==> config.mk <==
export PLATFORM = sky130hd
export DESIGN_NAME = block_mean_and_std_dev_unit
export DESIGN_NICKNAME = d
export VERILOG_FILES = /design/src/hw/rtl/bmsd_pkg.sv /design/src/hw/rtl/block_mean_and_std_dev_unit.sv /design/src/hw/rtl/bmsd_ctrl.sv /design/src/hw/rtl/bmsd_datapath.sv
export VERILOG_INCLUDE_DIRS = /design/src /design/src/hw/rtl
export SDC_FILE = /design/constraint.sdc
export NUM_CORES = 2
export LEC_CHECK = 0
export BUFFER_PORTS_ARGS = -buffer_cell sky130_fd_sc_hd__buf_2
export CORE_MARGIN = 2
export CORE_UTILIZATION = 47
export CTS_CLUSTER_DIAMETER = 40
export DETAILED_ROUTE_END_ITERATION = 16
export MAX_ROUTING_LAYER = met4
export PLACE_DENSITY = 0.7
export SLEW_MARGIN = 20
export SYNTH_ARGS = -nofsm -noshare
export SYNTH_HDL_FRONTEND = slang
export SYNTH_SLANG_ARGS = --single-unit
==> constraint.sdc <==
create_clock -name clk -period 7.3 [get_ports clk]
set_clock_uncertainty 0.15 [all_clocks]
set_input_delay 1.46 -clock clk [delete_from_list [all_inputs] [get_ports clk]]
set_output_delay 1.46 -clock clk [all_outputs]
set_load 0.005 [all_outputs]
==> src/hw/rtl/block_mean_and_std_dev_unit_assert.svh <==
// Assertion macros shared by the block mean and standard deviation unit.
`ifndef BLOCK_MEAN_AND_STD_DEV_UNIT_ASSERT_SVH
`define BLOCK_MEAN_AND_STD_DEV_UNIT_ASSERT_SVH

`ifndef ASSERT_OFF
`define BMSD_ASSERT(lbl, clk, rst, prop, msg) \
  lbl: assert property (@(posedge clk) disable iff (rst) (prop)) else $error(msg);
`define BMSD_ASSERT_NEXT(lbl, clk, rst, ante, cons, msg) \
  lbl: assert property (@(posedge clk) disable iff (rst) (ante) |=> (cons)) else $error(msg);
`else
`define BMSD_ASSERT(lbl, clk, rst, prop, msg)
`define BMSD_ASSERT_NEXT(lbl, clk, rst, ante, cons, msg)
`endif

`endif

==> src/hw/rtl/bmsd_pkg.sv <==
// Shared types and constants of the block mean and standard deviation unit.
package bmsd_pkg;

  localparam int SAMPLE_W = 16;
  localparam int GROUP_W  = 8;
  localparam int ROOT_W   = 16;

  typedef struct packed {
    logic wr_en;
    logic rd_en;
    logic rd_sq;
    logic acc_clr;
    logic mean_ld;
    logic sqrt_load;
    logic sqrt_step;
    logic emit;
  } bmsd_cmd_t;

endpackage

==> src/hw/rtl/block_mean_and_std_dev_unit.sv <==
// Top level of the block mean and population standard deviation unit.
// A sample that does not complete a group is stored while busy stays low.
// The sample that completes a group holds busy high through two read passes over the N
// stored samples, each followed by a drain of the read pipeline, the 16-step square root and an
// emit state that registers the result; done pulses in the same cycle that busy falls.
// Synchronous reset clears the fill count, group counter and strobe; the sample memory is not cleared.
`include "block_mean_and_std_dev_unit_assert.svh"

module block_mean_and_std_dev_unit #(
  parameter int GROUP_SIZE = 12
) (
  input  logic                          clk,
  input  logic                          rst,
  input  logic                          start,
  output logic                          busy,
  input  logic [bmsd_pkg::SAMPLE_W-1:0] sample,
  output logic                          done,
  output logic [bmsd_pkg::GROUP_W-1:0]  group_number,
  output logic [bmsd_pkg::SAMPLE_W-1:0] mean_value,
  output logic [bmsd_pkg::ROOT_W-1:0]   std_dev
);

  bmsd_pkg::bmsd_cmd_t           cmd;
  logic [$clog2(GROUP_SIZE)-1:0] addr;
  logic                          pipe_busy;

  bmsd_ctrl #(
    .GROUP_SIZE(GROUP_SIZE)
  ) u_ctrl (
    .clk       (clk),
    .rst       (rst),
    .start     (start),
    .pipe_busy (pipe_busy),
    .busy      (busy),
    .cmd       (cmd),
    .addr      (addr)
  );

  bmsd_datapath #(
    .GROUP_SIZE(GROUP_SIZE)
  ) u_datapath (
    .clk          (clk),
    .rst          (rst),
    .cmd          (cmd),
    .addr         (addr),
    .sample       (sample),
    .pipe_busy    (pipe_busy),
    .done         (done),
    .group_number (group_number),
    .mean_value   (mean_value),
    .std_dev      (std_dev)
  );

  `BMSD_ASSERT_NEXT(a_done_single, clk, rst, done, !done, "done strobe lasted more than one cycle")
  `BMSD_ASSERT(a_done_idle, clk, rst, !done || !busy, "result shown while still busy")
  `BMSD_ASSERT(a_busy_ends_done, clk, rst, !$fell(busy) || done, "busy ended without a result")
  `BMSD_ASSERT(a_load_drained, clk, rst, !(cmd.mean_ld || cmd.sqrt_load) || !pipe_busy, "load before the read pipeline drained")

endmodule

==> src/hw/rtl/bmsd_ctrl.sv <==
// Controller state machine that sequences sample storage and group computation.
module bmsd_ctrl #(
  parameter int GROUP_SIZE = 12
) (
  input  logic                          clk,
  input  logic                          rst,
  input  logic                          start,
  input  logic                          pipe_busy,
  output logic                          busy,
  output bmsd_pkg::bmsd_cmd_t           cmd,
  output logic [$clog2(GROUP_SIZE)-1:0] addr
);

  localparam int AW    = $clog2(GROUP_SIZE);
  localparam int CNT_W = $clog2(GROUP_SIZE + bmsd_pkg::ROOT_W);

  typedef enum logic [2:0] {
    ST_IDLE,
    ST_SUM_RD,
    ST_SUM_WAIT,
    ST_SQ_RD,
    ST_SQ_WAIT,
    ST_SQRT,
    ST_EMIT
  } state_t;

  state_t           state;
  logic [CNT_W-1:0] cnt;
  logic [AW-1:0]    fill;
  logic             fill_last;
  logic             rd_last;
  logic             sqrt_last;

  assign fill_last = (fill == AW'(GROUP_SIZE - 1));
  assign rd_last   = (cnt == CNT_W'(GROUP_SIZE - 1));
  assign sqrt_last = (cnt == CNT_W'(bmsd_pkg::ROOT_W - 1));

  always_ff @(posedge clk) begin
    if (rst) begin
      state <= ST_IDLE;
      cnt   <= '0;
      fill  <= '0;
    end else begin
      unique case (state)
        ST_IDLE: begin
          if (start) begin
            if (fill_last) begin
              fill  <= '0;
              cnt   <= '0;
              state <= ST_SUM_RD;
            end else begin
              fill <= fill + AW'(1);
            end
          end
        end
        ST_SUM_RD: begin
          cnt <= rd_last ? '0 : cnt + CNT_W'(1);
          if (rd_last) state <= ST_SUM_WAIT;
        end
        ST_SUM_WAIT: begin
          if (!pipe_busy) state <= ST_SQ_RD;
        end
        ST_SQ_RD: begin
          cnt <= rd_last ? '0 : cnt + CNT_W'(1);
          if (rd_last) state <= ST_SQ_WAIT;
        end
        ST_SQ_WAIT: begin
          if (!pipe_busy) begin
            cnt   <= '0;
            state <= ST_SQRT;
          end
        end
        ST_SQRT: begin
          cnt <= sqrt_last ? '0 : cnt + CNT_W'(1);
          if (sqrt_last) state <= ST_EMIT;
        end
        ST_EMIT: begin
          state <= ST_IDLE;
        end
        default: begin
          state <= ST_IDLE;
        end
      endcase
    end
  end

  always_comb begin
    cmd = '0;
    unique case (state)
      ST_IDLE: begin
        cmd.wr_en   = start;
        cmd.acc_clr = start && fill_last;
      end
      ST_SUM_RD: begin
        cmd.rd_en = 1'b1;
      end
      ST_SUM_WAIT: begin
        cmd.mean_ld = !pipe_busy;
        cmd.acc_clr = !pipe_busy;
      end
      ST_SQ_RD: begin
        cmd.rd_en = 1'b1;
        cmd.rd_sq = 1'b1;
      end
      ST_SQ_WAIT: begin
        cmd.sqrt_load = !pipe_busy;
      end
      ST_SQRT: begin
        cmd.sqrt_step = 1'b1;
      end
      ST_EMIT: begin
        cmd.emit = 1'b1;
      end
      default: begin
        cmd = '0;
      end
    endcase
  end

  assign addr = (state == ST_IDLE) ? fill : cnt[AW-1:0];
  assign busy = (state != ST_IDLE);

endmodule

==> src/hw/rtl/bmsd_datapath.sv <==
// Datapath with the sample memory, accumulator, reciprocal mean multiplier and serial square root.
module bmsd_datapath #(
  parameter int GROUP_SIZE = 12
) (
  input  logic                               clk,
  input  logic                               rst,
  input  bmsd_pkg::bmsd_cmd_t                cmd,
  input  logic [$clog2(GROUP_SIZE)-1:0]      addr,
  input  logic [bmsd_pkg::SAMPLE_W-1:0]      sample,
  output logic                               pipe_busy,
  output logic                               done,
  output logic [bmsd_pkg::GROUP_W-1:0]       group_number,
  output logic [bmsd_pkg::SAMPLE_W-1:0]      mean_value,
  output logic [bmsd_pkg::ROOT_W-1:0]        std_dev
);

  localparam int SW     = bmsd_pkg::SAMPLE_W;
  localparam int RTW    = bmsd_pkg::ROOT_W;
  localparam int LW     = $clog2(GROUP_SIZE);
  localparam int SUM_W  = SW + LW;
  localparam int ACC_W  = 2 * SW + LW;
  localparam int SHIFT  = SUM_W + LW;
  localparam int RCP_W  = SUM_W + 2;
  localparam int PROD_W = SUM_W + RCP_W;
  localparam longint RCP =
    ((longint'(1) << SHIFT) + longint'(GROUP_SIZE) - 1) / longint'(GROUP_SIZE);
  localparam logic [RCP_W-1:0] RCP_V   = RCP_W'(RCP);
  localparam logic [ACC_W-1:0] SB_INIT = ACC_W'(GROUP_SIZE) << (2 * RTW - 2);

  logic [SW-1:0]     mem [GROUP_SIZE];
  logic [SW-1:0]     rd_data;
  logic              rd_vld;
  logic              rd_sq;
  logic [SW-1:0]     diff;
  logic              d_vld;
  logic [2*SW-1:0]   sq;
  logic              sq_vld;
  logic [ACC_W-1:0]  acc;
  logic [SW-1:0]     mean;
  logic [PROD_W-1:0] mean_prod;
  logic [RTW-1:0]    root;
  logic [ACC_W-1:0]  nr2;
  logic [ACC_W-1:0]  sp;
  logic [ACC_W-1:0]  sb;
  logic [ACC_W-1:0]  trial;
  logic              s_ge;
  logic [bmsd_pkg::GROUP_W-1:0] group_cnt;

  // The mean is the sum times a rounded-up reciprocal of the group size, shifted down.
  assign mean_prod = PROD_W'(acc[SUM_W-1:0]) * PROD_W'(RCP_V);

  // The root grows one bit per step, MSB first; the trial compares N times its square
  // with the sum of squares, which gives the floor root of the floor variance.
  assign trial = nr2 + sp + sb;
  assign s_ge  = (trial <= acc);

  assign pipe_busy = rd_vld || d_vld || sq_vld;

  always_ff @(posedge clk) begin
    if (cmd.wr_en) mem[addr] <= sample;
    if (cmd.rd_en) rd_data <= mem[addr];
  end

  always_ff @(posedge clk) begin
    if (rst) begin
      rd_vld    <= 1'b0;
      rd_sq     <= 1'b0;
      d_vld     <= 1'b0;
      sq_vld    <= 1'b0;
      done      <= 1'b0;
      group_cnt <= '0;
    end else begin
      rd_vld <= cmd.rd_en;
      rd_sq  <= cmd.rd_sq;
      d_vld  <= rd_vld && rd_sq;
      sq_vld <= d_vld;
      done   <= cmd.emit;
      if (cmd.emit) group_cnt <= group_cnt + bmsd_pkg::GROUP_W'(1);
    end
  end

  always_ff @(posedge clk) begin
    diff <= (rd_data >= mean) ? (rd_data - mean) : (mean - rd_data);
    sq   <= (2*SW)'(diff) * (2*SW)'(diff);

    if (cmd.acc_clr) begin
      acc <= '0;
    end else if (sq_vld) begin
      acc <= acc + ACC_W'(sq);
    end else if (rd_vld && !rd_sq) begin
      acc <= acc + ACC_W'(rd_data);
    end

    if (cmd.mean_ld) mean <= mean_prod[SHIFT +: SW];

    if (cmd.sqrt_load) begin
      root <= '0;
      nr2  <= '0;
      sp   <= '0;
      sb   <= SB_INIT;
    end else if (cmd.sqrt_step) begin
      root <= {root[RTW-2:0], s_ge};
      nr2  <= s_ge ? trial : nr2;
      sp   <= s_ge ? (sp >> 1) + sb : (sp >> 1);
      sb   <= sb >> 2;
    end

    if (cmd.emit) begin
      group_number <= group_cnt;
      mean_value   <= mean;
      std_dev      <= root;
    end
  end

endmodule

Word level (Yosys, flattened, before mapping)
Memories as Yosys holds them, arrays and structs flattened. A register that Yosys moved wholly into a read port is not among the register bits.
Index checks and enable logic that the tools add are counted.
{ "totals": {"register_bits": 287, "ramBits": 192, "input_bits": 19, "out_inout_bits": 42, "word_cells": 97, "n_memories": 1} }
{ "mem_list": {"columns": ["name", "words", "width", "read_ports", "rd_ports_with_merged_regs", "write_ports", "line", "text"], "rows": [
  ["u_datapath.mem", 12, 16, 1, 1, 1, "bmsd_datapath.sv:30", "logic [SW-1:0] mem [GROUP_SIZE];"]
]} }
{ "op_classes": {"n_addsub": 10, "mul": 2, "magnitude_cmp": 2, "n_eq_ne": 16, "n_mux": 30, "reduce_logical": 16} }
{ "op_table": {"columns": ["cell", "n"], "rows": [
  ["36-bit 2-to-1 mux", 3],
  ["20-bit by 20-bit multiplier with 39-bit output (second input constant)", 1],
  ["35-bit by 34-bit adder with 36-bit output", 1],
  ["36-bit by 16-bit adder with 36-bit output", 1],
  ["36-bit by 32-bit adder with 36-bit output", 1],
  ["36-bit by 34-bit adder with 36-bit output", 1],
  ["36-bit adder", 1],
  ["36-bit <= comparator", 1],
  ["16-bit by 16-bit multiplier with 32-bit output", 1],
  ["16-bit subtractor", 2],
  ["5-bit 2-to-1 mux", 5],
  ["3-bit 2-to-1 mux", 7],
  ["5-bit one-hot mux with 4 select lines", 1],
  ["3-bit one-hot mux with 6 select lines", 1],
  ["16-bit greater-or-equal comparator", 1],
  ["16-bit 2-to-1 mux", 1],
  ["5-bit by 4-bit equality test with 1-bit output (second input constant)", 2],
  ["3-bit equality test (second input constant)", 3],
  ["1-bit 2-to-1 mux", 9],
  ["8-bit by 1-bit adder with 8-bit output (second input constant)", 1],
  ["4-bit 2-to-1 mux", 2],
  ["2-bit by 1-bit inequality test with 1-bit output (second input constant)", 4],
  ["7-bit AND reduction", 1],
  ["3-bit by 2-bit equality test with 1-bit output (second input constant)", 2],
  ["16 further kinds", 23]
]} }

Longest topological paths before layout
{ "depth": {"ltp_word": 4, "depth_mapped": 25, "mapped_depth_nobuf": 24} }

Modules after synthesis
A second synthesis with hierarchy kept.
{ "unflattened": {"cells_unflattened": 3745, "area_unflattened_um2": 38983.6} }
{ "modules_own_cells": {"columns": ["module", "n_inst", "cells_each", "area_per_inst_um2", "seq_area_each_um2"], "rows": [
  ["bmsd_datapath", 1, 3650, 38171.6, 11951.5],
  ["bmsd_ctrl", 1, 95, 812.0, 240.2]
]} }

Worst setup path before layout
OpenSTA, ideal clock, no wires.
{ "synth_timing": {"path_type": "reg2reg", "startpoint": "register u_datapath.diff[1]", "endpoint": "register u_datapath.sq[28]", "setup_time_ns": 0.124, "arrival_ns": 5.938, "setup_slack_ns": 1.088, "stages_incl_launch_ff": 24, "n_path_buf": 3, "path_cell_list": "dfxtp_1 clkbuf_1 clkbuf_1 nand2_1 fa_1 fa_1 inv_1 fa_1 fa_1 fa_1 inv_1 fa_1 inv_1 ha_1 clkbuf_1 nand3_1 nor2_1 and4_1 o21ai_0 a211oi_1 nor3_1 o41ai_1 a21oi_1 xnor2_1"} }
{ "synth_via": {"elab_chain_cells": 1} }
{ "synth_lines": {"columns": ["item", "line", "text"], "rows": [
  ["start: declaration", "bmsd_datapath.sv:34", "logic [SW-1:0] diff;"],
  ["start signal: assignment", "bmsd_datapath.sv:83", "diff <= (rd_data >= mean) ? (rd_data - mean) : (mean - rd_data);"],
  ["16-bit by 16-bit multiplier with 32-bit output", "bmsd_datapath.sv:84", "sq <= (2*SW)'(diff) * (2*SW)'(diff);"],
  ["end signal: assignment", "bmsd_datapath.sv:84", null],
  ["end: declaration", "bmsd_datapath.sv:36", "logic [2*SW-1:0] sq;"]
]} }
No other way between the ends.
A chain may end at the register's enable or synchronous reset.

Worst setup path after layout
{ "layout_timing": {"startpoint": "register u_datapath.diff[3]", "endpoint": "register u_datapath.sq[28]"} }
Same word-level chain as after synthesis.

==> metrics.csv <==
stage;metric;value;unit
cts;Inserted Clock Buffers;75;
synth;Syn. warnings;0;
sta;final hold violation count;0;
sta;unrepaired setup endpoints after global routing;false;
critical_path;crit path kind;flop to flop;
place;DP Cell Count;4899;
die;Chip Height;293;um
synth;combinational family with the most area after synthesis;adder cells;
drt;initial DRC count;2055;
critical_path;Worst Setup Start Kind;flop;
synth;sequential area share after synthesis;31.1;%
cts;postcts setup bufs;0;
drt;Vias;27600;
place;Detail Placement HPWL;69.4;mm
global_route;vias in the first global route;28400;
sta;fin crit period;6.88;ns
global_route;Overflow after GRT;0;
critical_path;reg-to-reg slack, setup;0.42;ns
sta;Fmax achieved;0.145;GHz
cts;CTS Hold Bufs;0;
cells_and_area;NumNets Final;4716;
die;row count;105;
synth;count of different cell masters after synthesis;102;
synth;post-synthesis simple-gate area fraction;11.1;%
sta;Final Setup Violations;0;
synth;mux contribution to synthesized area;4.06;%
status;status;complete, no violations;
synth;Post-Synth XOR/XNOR Area;3.48;%
die;die width;293;um
synth;post-synthesis cell area;39200;um^2
flow_run;Max Cap Viol;0;
cts;CTS tree;built;
drt;Antenna Nets Post-Route;0;
die;starting density of the core;47.6;%
cts;H-tree levels;3;
drt;DR pass1 iterations;5;
synth;Compound-Gate Fraction of Synth Area;11.9;%
cts;clock-pin slew on the worst setup and hold paths;0.06;ns
cts;clock tree buffer depth;3;
sta;Max transition margin;30.5;%
critical_path;Worst setup EP type;flop;
sta;final period utilization;94.3;%
sta;Tightest Pin Transition;1.04;ns
global_route;GRT Util Overall;22.2;%
critical_path;CP Data Required Time;7.64;ns
cts;Resized cells post-CTS;0;
sta;Final Hold Slack;0.282;ns
place;global placement routability congestion;0.937;
critical_path;Worst Path Max Fanout;15;
synth;Synth Flop Type;edfxtp_1;
synth;Post-synth EDFFs;264;
sta;Slew Viols, Final;0;
synth;Synth Area in Adders;31.7;%
place;PortBufs;60;
cells_and_area;Synth-to-Final Area Change;10.8;%
cts;clock sink total;477;
synth;Avg Cell Area, Syn;10.2;um^2
cts;CTS root buf;clkbuf_16;
global_route;antenna violations before repair;4;
synth;post-synthesis net count;4647;
die;core box area;82400;um^2
sta;setup tns final;0;ns
synth;FF+latch count, synth;477;
drt;Post-Route WL;90.3;mm
die;Die Area;85800;um^2
synth;Mapped Cells;3837;
drt;vias per cell;5.47;
global_route;global-route wire length before repair;149;mm
drt;Remaining DRCs;0;
die;Ports;61;
critical_path;Worst EP arrival;7.23;ns
synth;FFs w/ async S/R, synth;0;%
drt;WL/cell;17.9;um
global_route;pin count of the biggest net entering global routing;81;
cells_and_area;final std cells w/o fill;5043;
cts;Worst-Skew Late Latency;0.63;ns
worst_hold_path;HP Class;flop to flop;
cells_and_area;layout cells sized above 1;8.82;%
[final cells by class]
type	instances	area [um^2]
fill	7108	38900
multi-input combinational	2675	24500
sequential	477	12200
inverter	573	2150
clock buffer	85	1970
tap	1070	1340
clock inverter	54	662
timing repair buffer	104	656
antenna	5	12.5
[cells in the final DEF, fill, tap and decap left out, drive strengths merged, types with 27 or more instances in the layout]
cell and count:
fa 335, and2 85, xor2 61, inv 594, ha 456, nor3 53
xnor2 95, nor2b 27, mux4 48, mux2i 40, nand2 339, nand4 30
o21ai 130, dfxtp 213, a21o 92, nand2b 29, edfxtp 264, a21oi 252
nand3 58, buf 104, nor2 196, clkbuf 85, a211oi 56
[critical path, cell delays in order, from the launching register on]
cell and delay, ns:
dfxtp_1 0.74, inv_1 0.25, nor2_1 0.23, ha_1 0.29, xor2_1 0.19, fa_1 0.54, inv_1 0.05, fa_1 0.48
fa_1 0.50, fa_1 0.49, inv_1 0.05, fa_1 0.48, inv_1 0.06, ha_1 0.40, nand3_1 0.13, nor2_1 0.25
and4_1 0.25, o21ai_0 0.08, a211oi_1 0.34, nor3_1 0.14, o41ai_1 0.38, a21oi_1 0.14, xnor2_1 0.14
[stage by stage]
step	utilization (%)	setup slack (ns)	instance area, um^2
after floorplan	-	1.09	39200
after global placement	49.5	0.627	40800
after detailed placement	49.5	0.493	40800
after CTS	52.7	0.459	43400
after global routing	52.7	0.00838	43400
final	52.7	0.419	43500
[kinds of logic (layout without fill, tap and decap cells)]
family                   count (synthesis)  count (layout)
flip-flops                             477             477
AND/OR/NAND/NOR                        915             915
buffers and inverters                  685             816
other                                    0               5
adder cells (fa/ha/maj)                791             791
AO/OA/AOI/OAI                          715             715
multiplexers                            98              98
XOR/XNOR                               156             156
[final timing paths]
kind / startpoint / to / depth (start not counted)
max reg2reg: u_datapath.diff[3] / u_datapath.sq[28] / 22
min reg2reg: u_datapath.root[15] / u_datapath.std_dev[15] / 0
min: u_datapath.root[15] / u_datapath.std_dev[15] / 0
max: u_datapath.diff[3] / u_datapath.sq[28] / 22
[routing by layer]
layer  GRT usage, %  wire, um  part of all wire (%)
met2           35.9     43100                    48
met5              -         0                     0
met1           29.7     40800                    45
met3           2.69      4240                   4.7
met4           6.12      2110                   2.3
[flip-flops by register name, summed over array words and instances, names as in the netlist, 16 cells and up]
register               cells
u_datapath.std_dev        16
u_datapath.sb             17
u_datapath.acc            36
u_datapath.root           16
u_datapath.sq             31
u_datapath.mean           16
u_datapath.nr2            36
u_datapath.rd_data        16
u_datapath.mean_value     16
u_datapath.sp             36
u_datapath.diff           16
u_datapath.mem           192
[synth_stat cells, drive strengths merged, types with 10 or more instances]
cell    instances  area share (%)
nand3          58            0.74
a31oi          19            0.30
nand2         339             3.2
o21bai         17            0.33
nand4          30            0.48
edfxtp        264              20
and3           26            0.42
inv           573             5.5
fa            335              17
nor3           53            0.72
clkbuf         82            0.80
o21a           26            0.50
a211oi         56             1.1
mux4           48             2.8
mux2           10            0.29
nor2          196             1.9
nor4           14            0.24
ha            456              15
mux2i          40             1.0
buf            30            0.41
and2           85             1.4
o21ai         130             1.7
o211ai         22            0.42
dfxtp         213              11
xor2           61             1.4
or3            13            0.21
a21oi         252             3.2
nand2b         29            0.46
or2            12            0.19
nor2b          27            0.43
a21o           92             1.8
xnor2          95             2.1
Power is not shown: default switching activity piles up to over one toggle a cycle in this logic, so the estimate is an artifact.
